## src/sv/srl_pkg.sv

```systemverilog
`default_nettype none
package srl_pkg;
    typedef enum logic [2:0] {
        VERDICT_ACCEPT  = 3'd0,
        VERDICT_BLOCKED = 3'd1,
        VERDICT_BAD_SIG = 3'd2,
        VERDICT_FAST    = 3'd3,
        VERDICT_BAD_CMD = 3'd4
    } verdict_t;

    localparam logic [2:0] REG_MIN_GAP   = 3'd0;
    localparam logic [2:0] REG_CALM_GAP  = 3'd1;
    localparam logic [2:0] REG_LIMIT     = 3'd2;
    localparam logic [2:0] REG_BLOCK_MS  = 3'd3;
    localparam logic [2:0] REG_IDLE_MS   = 3'd4;

    typedef struct packed {
        logic [31:0] src_addr;
        logic [31:0] now_ms;
        logic        signature_ok;
        logic        command_ok;
    } pkt_t;

    typedef struct packed {
        logic [2:0] verdict;
        logic       near_limit;
        logic [4:0] violation_count;
        logic       table_full;
    } res_t;

    typedef struct packed {
        logic [15:0] min_gap_ms;
        logic [15:0] calm_gap_ms;
        logic [3:0]  violation_limit;
        logic [23:0] block_ms;
        logic [23:0] idle_ms;
    } cfg_t;
endpackage
`default_nettype wire

```

## src/sv/srl_if.sv

```systemverilog
`default_nettype none
interface pkt_if;
    logic        valid;
    logic        ready;
    logic [31:0] src_addr;
    logic [31:0] now_ms;
    logic        signature_ok;
    logic        command_ok;
    modport source (output valid, src_addr, now_ms, signature_ok, command_ok, input ready);
    modport sink (input valid, src_addr, now_ms, signature_ok, command_ok, output ready);
endinterface

interface res_if;
    logic       valid;
    logic       ready;
    logic [2:0] verdict;
    logic       near_limit;
    logic [4:0] violation_count;
    logic       table_full;
    modport source (output valid, verdict, near_limit, violation_count, table_full,
                    input ready);
    modport sink (input valid, verdict, near_limit, violation_count, table_full,
                  output ready);
endinterface

interface cfg_if;
    logic        valid;
    logic        ready;
    logic [2:0]  index;
    logic [23:0] data;
    modport source (output valid, index, data, input ready);
    modport sink (input valid, index, data, output ready);
endinterface
`default_nettype wire

```

## src/sv/srl_queue.sv

```systemverilog
`default_nettype none
module srl_queue (
    input  wire logic          clk,
    input  wire logic          rst_n,
    input  wire logic          in_valid,
    output logic               in_ready,
    input  wire srl_pkg::pkt_t in_data,
    output logic               out_valid,
    input  wire logic          out_ready,
    output srl_pkg::pkt_t      out_data
);
    import srl_pkg::*;

    pkt_t       mem_reg [2];
    logic [1:0] cnt_reg;
    logic       wp_reg;
    logic       rp_reg;
    logic       push;
    logic       pop;

    assign in_ready  = (cnt_reg != 2'd2);
    assign out_valid = (cnt_reg != 2'd0);
    assign out_data  = mem_reg[rp_reg];
    assign push      = in_valid && in_ready;
    assign pop       = out_valid && out_ready;

    // store payload
    always_ff @(posedge clk)
    begin
        if (push)
        begin
            mem_reg[wp_reg] <= in_data;
        end
    end

    // advance pointers
    always_ff @(posedge clk or negedge rst_n)
    begin
        if (!rst_n)
        begin
            cnt_reg <= 2'd0;
            wp_reg  <= 1'b0;
            rp_reg  <= 1'b0;
        end
        else
        begin
            if (push) wp_reg <= ~wp_reg;
            if (pop)  rp_reg <= ~rp_reg;
            cnt_reg <= cnt_reg + {1'b0, push} - {1'b0, pop};
        end
    end
endmodule
`default_nettype wire

```

## src/sv/srl_engine.sv

```systemverilog
`default_nettype none
module srl_engine #(
    parameter int BLOCK_ENTRIES = 16,
    parameter int RATE_ENTRIES  = 16
) (
    input  wire logic          clk,
    input  wire logic          rst_n,
    input  wire srl_pkg::cfg_t cfg,
    input  wire logic          in_valid,
    output logic               in_ready,
    input  wire srl_pkg::pkt_t in_data,
    output logic               out_valid,
    input  wire logic          out_ready,
    output srl_pkg::res_t      out_data
);
    import srl_pkg::*;

    localparam int BW = (BLOCK_ENTRIES > 1) ? $clog2(BLOCK_ENTRIES) : 1;
    localparam int RW = (RATE_ENTRIES > 1) ? $clog2(RATE_ENTRIES) : 1;

    typedef enum logic [0:0] { ST_EXPIRE, ST_RUN } state_t;

    state_t      state_reg;
    logic [BLOCK_ENTRIES-1:0] bvalid_reg;
    logic [31:0] baddr_reg [BLOCK_ENTRIES];
    logic [31:0] bexp_reg  [BLOCK_ENTRIES];
    logic [RATE_ENTRIES-1:0] rvalid_reg;
    logic [31:0] raddr_reg [RATE_ENTRIES];
    logic [31:0] rlast_reg [RATE_ENTRIES];
    logic [4:0]  rviol_reg [RATE_ENTRIES];
    logic        ovalid_reg;
    res_t        odata_reg;

    logic        busy;
    logic        fire;
    logic [31:0] addr;
    logic [31:0] now;

    assign addr      = in_data.src_addr;
    assign now       = in_data.now_ms;
    assign out_valid = ovalid_reg;
    assign out_data  = odata_reg;
    assign busy      = ovalid_reg && !out_ready;
    assign in_ready  = (state_reg == ST_RUN) && !busy;
    assign fire      = in_valid && in_ready;

    // per-entry matches
    logic [31:0]              bdiff [BLOCK_ENTRIES];
    logic [BLOCK_ENTRIES-1:0] bexpired;
    logic [BLOCK_ENTRIES-1:0] bmatch;
    logic [RATE_ENTRIES-1:0]  rmatch;
    logic [RATE_ENTRIES-1:0]  ridle;
    always_comb
    begin
        for (int i = 0; i < BLOCK_ENTRIES; i++)
        begin
            bdiff[i]    = now - bexp_reg[i];
            bexpired[i] = bvalid_reg[i] && !bdiff[i][31];
            bmatch[i]   = bvalid_reg[i] && (baddr_reg[i] == addr);
        end
        for (int i = 0; i < RATE_ENTRIES; i++)
        begin
            rmatch[i] = rvalid_reg[i] && (raddr_reg[i] == addr);
            ridle[i]  = rvalid_reg[i] && ((now - rlast_reg[i]) >= {8'd0, cfg.idle_ms});
        end
    end

    // lowest match and lowest free entries
    logic          rhit;
    logic [RW-1:0] ridx;
    logic          bfree_ok;
    logic [BW-1:0] bfree;
    logic          rfree_ok;
    logic [RW-1:0] rfree;
    always_comb
    begin
        rhit = 1'b0;
        ridx = '0;
        for (int i = RATE_ENTRIES - 1; i >= 0; i--)
        begin
            if (rmatch[i])
            begin
                rhit = 1'b1;
                ridx = RW'(i);
            end
        end
        bfree_ok = 1'b0;
        bfree    = '0;
        for (int i = BLOCK_ENTRIES - 1; i >= 0; i--)
        begin
            if (!bvalid_reg[i])
            begin
                bfree_ok = 1'b1;
                bfree    = BW'(i);
            end
        end
    end

    // rate validity after ageing, for new-entry search
    logic [RATE_ENTRIES-1:0] rkeep;
    always_comb
    begin
        for (int i = 0; i < RATE_ENTRIES; i++)
        begin
            rkeep[i] = rvalid_reg[i] && (rmatch[i] && (RW'(i) == ridx) || !ridle[i]);
        end
        rfree_ok = 1'b0;
        rfree    = '0;
        for (int i = RATE_ENTRIES - 1; i >= 0; i--)
        begin
            if (!rkeep[i])
            begin
                rfree_ok = 1'b1;
                rfree    = RW'(i);
            end
        end
    end

    // classify
    logic        blocked;
    logic        drop;
    logic [31:0] gap;
    logic [4:0]  hcount;
    logic [4:0]  inc;
    logic        viol;
    logic        calm;
    logic        too_fast;
    logic        need_block;
    res_t        res;
    always_comb
    begin
        blocked  = |bmatch;
        drop     = blocked || !in_data.signature_ok;
        gap      = now - rlast_reg[ridx];
        hcount   = rviol_reg[ridx];
        inc      = (hcount < 5'd31) ? hcount + 5'd1 : hcount;
        viol     = rhit && (gap <= {16'd0, cfg.min_gap_ms});
        calm     = rhit && !viol && (gap > {16'd0, cfg.calm_gap_ms});
        too_fast = viol && (inc > {1'b0, cfg.violation_limit});
        res.near_limit = 1'b0;
        res.table_full = 1'b0;
        if (drop)
        begin
            res.verdict         = blocked ? VERDICT_BLOCKED : VERDICT_BAD_SIG;
            res.violation_count = rhit ? hcount : 5'd0;
            need_block          = !blocked;
        end
        else
        begin
            res.verdict = too_fast ? VERDICT_FAST
                        : (!in_data.command_ok ? VERDICT_BAD_CMD : VERDICT_ACCEPT);
            res.violation_count = viol ? inc : ((calm || !rhit) ? 5'd0 : hcount);
            res.near_limit = viol && !too_fast;
            need_block = too_fast || !in_data.command_ok;
            if (!rhit && !rfree_ok) res.table_full = 1'b1;
        end
        if (need_block && !bfree_ok) res.table_full = 1'b1;
    end

    // rate validity after this item: aged, freed on too fast, or newly taken
    logic [RATE_ENTRIES-1:0] rvalid_next;
    always_comb
    begin
        rvalid_next = rkeep;
        if (rhit && too_fast)
        begin
            rvalid_next[ridx] = 1'b0;
        end
        else if (!rhit && rfree_ok)
        begin
            rvalid_next[rfree] = 1'b1;
        end
    end

    logic [BW-1:0] bf;
    assign bf = bfree;

    // sequence: free expired blocks, then process
    always_ff @(posedge clk or negedge rst_n)
    begin
        if (!rst_n)
        begin
            state_reg  <= ST_EXPIRE;
            bvalid_reg <= '0;
            rvalid_reg <= '0;
            ovalid_reg <= 1'b0;
        end
        else
        begin
            if (fire) ovalid_reg <= 1'b1;
            else if (ovalid_reg && out_ready) ovalid_reg <= 1'b0;
            unique case (state_reg)
                ST_EXPIRE:
                begin
                    if (in_valid && !busy)
                    begin
                        bvalid_reg <= bvalid_reg & ~bexpired;
                        state_reg  <= ST_RUN;
                    end
                end
                ST_RUN:
                begin
                    if (fire)
                    begin
                        state_reg  <= ST_EXPIRE;
                        odata_reg  <= res;
                        if (need_block && bfree_ok)
                        begin
                            bvalid_reg[bf] <= 1'b1;
                            baddr_reg[bf]  <= addr;
                            bexp_reg[bf]   <= now + {8'd0, cfg.block_ms};
                        end
                        if (!drop)
                        begin
                            rvalid_reg <= rvalid_next;
                            if (rhit)
                            begin
                                if (!too_fast)
                                begin
                                    rlast_reg[ridx] <= now;
                                end
                                if (viol) rviol_reg[ridx] <= inc;
                                else if (calm) rviol_reg[ridx] <= 5'd0;
                            end
                            else
                            begin
                                if (rfree_ok)
                                begin
                                    raddr_reg[rfree]  <= addr;
                                    rlast_reg[rfree]  <= now;
                                    rviol_reg[rfree]  <= 5'd0;
                                end
                            end
                        end
                    end
                end
                default: state_reg <= ST_EXPIRE;
            endcase
        end
    end
endmodule
`default_nettype wire

```

## src/sv/source_rate_limiter_blocklist.sv

```systemverilog
`default_nettype none
// Channel  Role    Payload
// pkt      sink    src_addr, now_ms, signature_ok, command_ok
// res      source  verdict, near_limit, violation_count, table_full
// cfg      sink    index (0..4), data
// Each item passes ST_EXPIRE, which frees expired blocklist entries, then
// ST_RUN, which searches and updates both register tables. A two-entry queue
// keeps accepting while the engine works, until full; the result register holds one item.
// Reset clears all valid bits and loads register defaults; no clearing pass.
module source_rate_limiter_blocklist #(
    parameter int BLOCK_ENTRIES = 16,
    parameter int RATE_ENTRIES  = 16
) (
    input wire logic clk,
    input wire logic rst_n,
    pkt_if.sink      pkt,
    res_if.source    res,
    cfg_if.sink      cfg
);
    import srl_pkg::*;

    cfg_t cfg_reg;
    pkt_t in_pkt;
    pkt_t q_pkt;
    logic q_valid;
    logic q_ready;
    res_t r;

    assign cfg.ready = 1'b1;

    // write registers
    always_ff @(posedge clk or negedge rst_n)
    begin
        if (!rst_n)
        begin
            cfg_reg.min_gap_ms      <= 16'd50;
            cfg_reg.calm_gap_ms     <= 16'd300;
            cfg_reg.violation_limit <= 4'd4;
            cfg_reg.block_ms        <= 24'd180000;
            cfg_reg.idle_ms         <= 24'd10000;
        end
        else if (cfg.valid)
        begin
            case (cfg.index)
                REG_MIN_GAP:  cfg_reg.min_gap_ms      <= cfg.data[15:0];
                REG_CALM_GAP: cfg_reg.calm_gap_ms     <= cfg.data[15:0];
                REG_LIMIT:    cfg_reg.violation_limit <= cfg.data[3:0];
                REG_BLOCK_MS: cfg_reg.block_ms        <= cfg.data;
                REG_IDLE_MS:  cfg_reg.idle_ms         <= cfg.data;
                default: ;
            endcase
        end
    end

    assign in_pkt.src_addr     = pkt.src_addr;
    assign in_pkt.now_ms       = pkt.now_ms;
    assign in_pkt.signature_ok = pkt.signature_ok;
    assign in_pkt.command_ok   = pkt.command_ok;

    srl_queue u_queue (
        .clk       (clk),
        .rst_n     (rst_n),
        .in_valid  (pkt.valid),
        .in_ready  (pkt.ready),
        .in_data   (in_pkt),
        .out_valid (q_valid),
        .out_ready (q_ready),
        .out_data  (q_pkt)
    );

    srl_engine #(
        .BLOCK_ENTRIES (BLOCK_ENTRIES),
        .RATE_ENTRIES  (RATE_ENTRIES)
    ) u_engine (
        .clk       (clk),
        .rst_n     (rst_n),
        .cfg       (cfg_reg),
        .in_valid  (q_valid),
        .in_ready  (q_ready),
        .in_data   (q_pkt),
        .out_valid (res.valid),
        .out_ready (res.ready),
        .out_data  (r)
    );

    assign res.verdict         = r.verdict;
    assign res.near_limit      = r.near_limit;
    assign res.violation_count = r.violation_count;
    assign res.table_full      = r.table_full;
endmodule
`default_nettype wire

```

## src/flat_wrapper.sv

```systemverilog
// flat-port wrapper written by rule: the top's interface ports become plain ports
module source_rate_limiter_blocklist_flat import srl_pkg::*;
#(
    parameter int BLOCK_ENTRIES = 16,
    parameter int RATE_ENTRIES  = 16
)
  (clk, rst_n, pkt_valid, pkt_src_addr, pkt_now_ms, pkt_signature_ok, pkt_command_ok, pkt_ready, res_valid, res_verdict, res_near_limit, res_violation_count, res_table_full, res_ready, cfg_valid, cfg_index, cfg_data, cfg_ready);
  pkt_if pkt_i ();
  res_if res_i ();
  cfg_if cfg_i ();
  input wire logic clk;
  input wire logic rst_n;
  input wire logic [$bits(pkt_i.valid)-1:0] pkt_valid;
  input wire logic [$bits(pkt_i.src_addr)-1:0] pkt_src_addr;
  input wire logic [$bits(pkt_i.now_ms)-1:0] pkt_now_ms;
  input wire logic [$bits(pkt_i.signature_ok)-1:0] pkt_signature_ok;
  input wire logic [$bits(pkt_i.command_ok)-1:0] pkt_command_ok;
  output wire logic [$bits(pkt_i.ready)-1:0] pkt_ready;
  output wire logic [$bits(res_i.valid)-1:0] res_valid;
  output wire logic [$bits(res_i.verdict)-1:0] res_verdict;
  output wire logic [$bits(res_i.near_limit)-1:0] res_near_limit;
  output wire logic [$bits(res_i.violation_count)-1:0] res_violation_count;
  output wire logic [$bits(res_i.table_full)-1:0] res_table_full;
  input wire logic [$bits(res_i.ready)-1:0] res_ready;
  input wire logic [$bits(cfg_i.valid)-1:0] cfg_valid;
  input wire logic [$bits(cfg_i.index)-1:0] cfg_index;
  input wire logic [$bits(cfg_i.data)-1:0] cfg_data;
  output wire logic [$bits(cfg_i.ready)-1:0] cfg_ready;
  assign pkt_i.valid = pkt_valid;
  assign pkt_i.src_addr = pkt_src_addr;
  assign pkt_i.now_ms = pkt_now_ms;
  assign pkt_i.signature_ok = pkt_signature_ok;
  assign pkt_i.command_ok = pkt_command_ok;
  assign pkt_ready = pkt_i.ready;
  assign res_valid = res_i.valid;
  assign res_verdict = res_i.verdict;
  assign res_near_limit = res_i.near_limit;
  assign res_violation_count = res_i.violation_count;
  assign res_table_full = res_i.table_full;
  assign res_i.ready = res_ready;
  assign cfg_i.valid = cfg_valid;
  assign cfg_i.index = cfg_index;
  assign cfg_i.data = cfg_data;
  assign cfg_ready = cfg_i.ready;
  source_rate_limiter_blocklist #(.BLOCK_ENTRIES(BLOCK_ENTRIES), .RATE_ENTRIES(RATE_ENTRIES)) u_core (.clk(clk), .rst_n(rst_n), .pkt(pkt_i), .res(res_i), .cfg(cfg_i));
endmodule
```

## config.mk

```make
export PLATFORM = sky130hd
export DESIGN_NAME = source_rate_limiter_blocklist_flat
export DESIGN_NICKNAME = d
export VERILOG_FILES = /design/src/sv/srl_pkg.sv /design/src/sv/srl_if.sv /design/src/sv/srl_queue.sv /design/src/sv/srl_engine.sv /design/src/sv/source_rate_limiter_blocklist.sv /design/src/flat_wrapper.sv
export SDC_FILE = /design/constraint.sdc
export NUM_CORES = 2
export LEC_CHECK = 0
export BUFFER_PORTS_ARGS = -buffer_cell sky130_fd_sc_hd__buf_2
export CORE_MARGIN = 2
export CORE_UTILIZATION = 45
export DETAILED_ROUTE_END_ITERATION = 10
export GPL_TIMING_DRIVEN = 0
export HOLD_SLACK_MARGIN = 0.1
export SLEW_MARGIN = 20
export SYNTH_ARGS = -nofsm -noshare
export SYNTH_HDL_FRONTEND = slang
export SYNTH_HIERARCHICAL = 1
export SYNTH_SLANG_ARGS = --single-unit
```

## constraint.sdc

```tcl
create_clock -name clk -period 15.35 [get_ports clk]
set_input_delay 1.535 -clock clk [delete_from_list [all_inputs] [get_ports clk]]
set_output_delay 1.535 -clock clk [all_outputs]
set_load 0.01 [all_outputs]
```

# ---- Yosys cells after proc, flatten, opt, wreduce, memory -nomap -nowiden
# Memories as Yosys holds them, arrays and structs flattened.
# Index checks and enable logic that the tools add are counted.
# Widths: inputs -> output; s select.
dict set report classes {
  n_shift 0
  div 0
  muxes 163
  n_reduce_logical 196
  n_eq_ne 55
  n_addsub 37
  bitwise_logic 11
  n_mul 0
  order_cmp 26
}
# cell n
set op_table {}
lappend op_table {{$sub 32x32->32} 33}
lappend op_table {{$eq 32x32->1} 32}
lappend op_table {{$ge 32x24->1} 16}
lappend op_table {{$mux 4} 50}
lappend op_table {{$logic_and 1x1->1} 120}
lappend op_table {{$mux 1} 91}
lappend op_table {{$mux 16} 5}
lappend op_table {{$logic_not 1->1} 42}
lappend op_table {{$mux 5} 7}
lappend op_table {{$add 32x24->32} 1}
lappend op_table {{$and 16x16->16} 2}
lappend op_table {{$eq 4x4->1 const A} 8}
lappend op_table {{$gt 32x16->1} 1}
lappend op_table {{$le 32x16->1} 1}
lappend op_table {{$mux 32} 1}
lappend op_table {{$not 16->16} 2}
lappend op_table {{$or 16x16->16} 2}
lappend op_table {{$pmux 16 s2} 1}
lappend op_table {{$reduce_or 32->1} 1}
lappend op_table {{$logic_or 1x1->1} 19}
lappend op_table {{$eq 3x4->1 const A} 4}
lappend op_table {{$reduce_or 16->1} 1}
lappend op_table {{$lt 4x5->1 const B} 3}
lappend op_table {{$demux 1 s4} 3}
lappend op_table {{24 further kinds} 42}
dict set report word_totals {
  latchBits 0
  ramBits 2260
  rom_bits 0
  ff_bits 132
  mem_count 6
  out_inout_bits 13
  wordCells 510
  in_bits 98
}
# name words width read_ports rd_ports_with_merged_regs wr line
set memory_table {}
lappend memory_table {u_core.u_engine.baddr_reg 16 32 16 0 1 srl_engine.sv:25} ;# logic [31:0] baddr_reg [BLOCK_ENTRIES];
lappend memory_table {u_core.u_engine.bexp_reg 16 32 16 0 1 srl_engine.sv:26} ;# logic [31:0] bexp_reg [BLOCK_ENTRIES];
lappend memory_table {u_core.u_engine.raddr_reg 16 32 16 0 1 srl_engine.sv:28} ;# logic [31:0] raddr_reg [RATE_ENTRIES];
lappend memory_table {u_core.u_engine.rlast_reg 16 32 17 0 1 srl_engine.sv:29} ;# logic [31:0] rlast_reg [RATE_ENTRIES];
lappend memory_table {u_core.u_queue.mem_reg 2 66 1 0 1 srl_queue.sv:14} ;# pkt_t mem_reg [2];
lappend memory_table {u_core.u_engine.rviol_reg 16 5 1 0 1 srl_engine.sv:30} ;# logic [4:0] rviol_reg [RATE_ENTRIES];

# ---- Logic depth before layout (Yosys ltp)
# An unclocked memory read counts as a cell.
dict set report depth {
  ltp_word 48
  mapped_depth 46
  depth_no_buf 38
}

# ---- Modules after synthesis
# The synthesis kept the hierarchy.
# module cells_per_inst area_each_um2 instances seq_area_each_um2
set modules_own_cells {}
lappend modules_own_cells {srl_engine 12440 136779.9 1 65052.4}
lappend modules_own_cells {srl_queue 222 5072.4 1 4063.9}
lappend modules_own_cells {source_rate_limiter_blocklist 183 3251.9 1 2129.5}

# ---- Worst setup path before layout
# OpenSTA, ideal clock, no wires.
dict set report synth_timing {
  path_kind {flip-flop to flip-flop}
  start {register u_core.u_queue.rp_reg}
  end {memory u_core.u_engine.baddr_reg[1][0], enable pin}
  path_stages_with_launch 41
  setup_time_ns 0.644
  n_path_buf 10
  arrival_ns 14.666
  slack_ns 0.039
  required_ns 14.706
  synth_period_minus_slack_ns 15.311
  path_cell_list {dfrtp_1 -> buf_4 -> buf_6 -> mux2_4 -> buf_2 -> buf_6 -> xor2_1 -> nor4b_1 -> nand4_1 -> or3_1 -> o21ai_0 -> nor4_2 -> o311ai_2 -> buf_4 -> buf_2 -> clkbuf_1 -> clkbuf_1 -> o21ai_0 -> [... 5 more ...] -> nor2b_1 -> o31a_1 -> o221ai_1 -> o311ai_0 -> a221o_1 -> a211oi_1 -> nand2b_1 -> a211oi_1 -> nor4b_1 -> a31o_2 -> nor4_1 -> o211ai_1 -> nor4_4 -> and2_1 -> buf_6 -> o31ai_4 -> buf_2 -> nor4_1}
}
# element line
set synth_rtl {}
lappend synth_rtl {{start, declared} srl_queue.sv:17} ;# logic rp_reg;
lappend synth_rtl {{start signal, assigned} srl_queue.sv:48} ;# if (pop) rp_reg <= ~rp_reg;
lappend synth_rtl {{end, declared} srl_engine.sv:25}

==> qor.tcl <==
set qor(die_height_microns) 572
set qor(cts_tree) {done}
set qor(synthToLayoutAreaGrowth_pct) 13.9
set qor(worst_ep_required_time_ns) 15.94
set qor(dr_total_vias) 110664
set qor(finalCritPeriodShare_pct) 98.9
set qor(grt_start_max_net_pins) 85
set qor(cp.arrival_ns) 15.77
set qor(r2r_worst_path_depth) 48
set qor(most_frequent_standard_cell_in_the_layout_excluding_fill_and_tap_cells) {sky130_fd_sc_hd__edfxtp_1}
set qor(clkSlewWorstSetupHoldPaths_ns) 0.06
set qor(endpoint_kind) {flop}
set qor(boundary_pins) 111
set qor(timing.final.hold_violations) 0
set qor(finalInstanceArea_sq_um) 165000
set qor(layout-drive-gt1-share_pct) 10.6
set qor(register_area_share_after_synthesis_pct) 49.1
set qor(track_usage_pct) 32.0
set qor(hold_ws_ns) 0.507
set qor(via_per_inst) 6.10
set qor(htree_num_levels) 5
set qor(crit_path_start_kind) {flop}
set qor(place_hpwl_microns) 383000
set qor(synth.top_cells.by_area) {sky130_fd_sc_hd__edfxtp_1 47%, sky130_fd_sc_hd__ha_1 13%, sky130_fd_sc_hd__xnor2_1 4.9%}
set qor(place.gp.congestion) 0.987
set qor(finalSetupTns_ns) 0
set qor(rows) 208
set qor(synth_edf_count) 2270
set qor(gr-total-overflow) 0
set qor(slew-limit-headroom_pct) 15.6
set qor(antenna_violations_before_repair) 58
set qor(launch_point_of_the_worst_reg_to_reg_path) {u_core/u_queue/rp_reg}
set qor(critical_path.max_stage_delay_ns) 0.96
set qor(worst_path_max_delay_cell) {sky130_fd_sc_hd__clkbuf_1}
set qor(maximum_fanout_along_the_worst_path) 33
set qor(floorplan.die_area_sq_um) 327000
set qor(cap_violations) 0
set qor(core_region_area_sq_um) 321000
set qor(ctsHoldBuffers) 0
set qor(criticalPathCategory) {reg2reg}
set qor(io_buffers) 109
set qor(tightestPinTransition_ns) 1.27
set qor(total_power_mw) 32.2
set qor(fmax_mhz) 65.9
set qor(netlist_instances) 12845
set qor(timing.final.max_slew_violations) 0
set qor(ctsRootBufferMaster) {sky130_fd_sc_hd__clkbuf_16}
set qor(finalWirelength_microns) 534000
set qor(utilization_pct) 51.5
set qor(ctsLongestPathBuffers) 4
set qor(die-width_microns) 572
set qor(route.detailed.drc) 0
set qor(dr.pass1.iters) 8
set qor(post-place-ws_ns) -1.86
set qor(dr_wl_cell_microns) 29.4
set qor(finalWorstPathRequiredPeriod_ns) 15.18
set qor(synth_area_per_cell_sq_um) 11.3
set qor(layout_common_cells) {2270 x sky130_fd_sc_hd__edfxtp_1, 1454 x sky130_fd_sc_hd__ha_1, 1201 x sky130_fd_sc_hd__inv_1}
set qor(synth_seq_cells) 2392
set qor(area_of_placed_instances_sq_um) 156000
set qor(run_status) {completed}
set qor(drt-initial-drc-count) 12372
set qor(setup.worst_path.start) {u_core/u_queue/rp_reg}
set qor(cts.sink_count) 2392
set qor(fin_ws_ns) 0.171
set qor(grt_first_pass_wirelength_microns) 752000
set qor(yosys.area.top_type) {sky130_fd_sc_hd__edfxtp_1}
set qor(synth_warnings) 6
set qor(dp_cells) 17620
set qor(worst_path_most_repeated_cell) {sky130_fd_sc_hd__buf_2}
set qor(initial_utilization_pct) 45.2
set qor(synth_cell_types) 121
set qor(leakagePower_nw) 66.2
set qor(synth_ff_type) {sky130_fd_sc_hd__edfxtp_1}
set qor(report.final.setup_viol) 0
set qor(worst_clock_skew_ns) 0.0602
set qor(clkLatencyLatePin_ns) 0.93
set qor(final_antenna_net_count) 0
set qor(cts_buffers) 281
set qor(layout.cells.non_filler) 18145
set qor(power.density_nw_per_um2) 195
set qor(final_nets) 15168
set qor(max-vdd-ir-drop_v) 0.000271
set qor(endpoint) {u_core/u_engine/bexp_reg[9][5]}
set qor(syn-cell-area_sq_um) 145000
set qor(critical_path.reg2reg.endpoint) {u_core/u_engine/bexp_reg[9][5]}
set qor(reg2reg_setup_slack_ns) 0.17
set qor(synth_fp_nets) 14415
set qor(hold_class) {reg2reg}
set qor(async_reset_ff_share_pct) 5.10
set qor(yosysTopAreaCellShare_pct) 47.0
set qor(vias_in_the_first_global_route) 108549
final cells by class:
cell class	count	area (sq um)
fill	27956	156000
sequential	2392	71200
multi-input combinational	8931	68700
clock buffer	355	7530
tap	4305	5390
inverter	1225	4600
timing repair buffer	471	4340
buffer	296	1750
clock inverter	149	1650
antenna	21	52.6
worst min-delay path by stage:
| stage | startpoint | to | depth (start not counted) |
|---|---|---|---|
| global placement | u_core/u_queue/wp_reg | u_core/u_queue/wp_reg | 1 |
| global route | u_core/cfg_reg[78] | u_core/cfg_reg[78] | 1 |
| finish | u_core/cfg_reg[64] | u_core/cfg_reg[64] | 1 |
| CTS | u_core/cfg_reg[64] | u_core/cfg_reg[64] | 1 |
| floorplan | u_core/u_queue/wp_reg | u_core/u_queue/wp_reg | 1 |
| detailed placement | u_core/cfg_reg[64] | u_core/cfg_reg[64] | 1 |
logic make-up (layout without fill, tap and decap cells):
family / after synthesis / count (layout) / share of synthesized area (%)
compound gates: 2907 / 2907 / 12.9
xor+xnor: 1445 / 1445 / 8.73
fa+ha+maj: 1472 / 1472 / 12.8
buf+inv: 1524 / 2496 / 4.32
flops: 2392 / 2392 / 49.1
mux: 196 / 198 / 1.57
other cells: 1 / 22 / 0.00258
simple gates: 2908 / 2908 / 10.6
layer usage:
layer	GRT usage, %	share of wire (%)
met1	41.7	40
met2	52.3	46
met3	4.67	8.7
met4	15.1	5.1
met5	0	0.0024
timing repair:
item | in CTS | in global routing
pin swaps | 1 | 0
setup endpoints to repair | 1666 | 70
buffers inserted | 1 | 0
gates cloned | 1 | 1
resized for setup | 37 | 15
Yosys cell counts, drive strengths merged, types with 71 or more instances:
cell    count
a211oi    104
a21o      375
a21oi     792
a22oi     107
a31oi      85
buf       177
clkbuf    122
dfrtp     100
edfxtp   2270
ha       1454
inv      1223
mux2      156
nand2     504
nand2b    221
nand3     222
nand4     333
nor2      595
nor2b     197
nor3      193
nor4      282
o21a      130
o21ai     688
o21bai     71
xnor2     818
xor2      627
report_power, final:
group	switching, mW	total [mW]	internal [mW]
Sequential	0.179	8.58	8.40
Clock	2.80	6.79	3.99
Combinational	11.0	16.9	5.92
Total	13.9	32.2	18.3
critical path: cells and delay by family, from the launching register on:
| family | cells | cell delay [ns] |
|---|---|---|
| compound gates | 19 | 4.60 |
| xor+xnor | 1 | 0.14 |
| fa+ha+maj | 1 | 0.42 |
| buf+inv | 16 | 5.18 |
| flops | 1 | 0.67 |
| mux | 1 | 0.51 |
| simple gates | 10 | 3.15 |
Power figures use the tool's default switching activity.
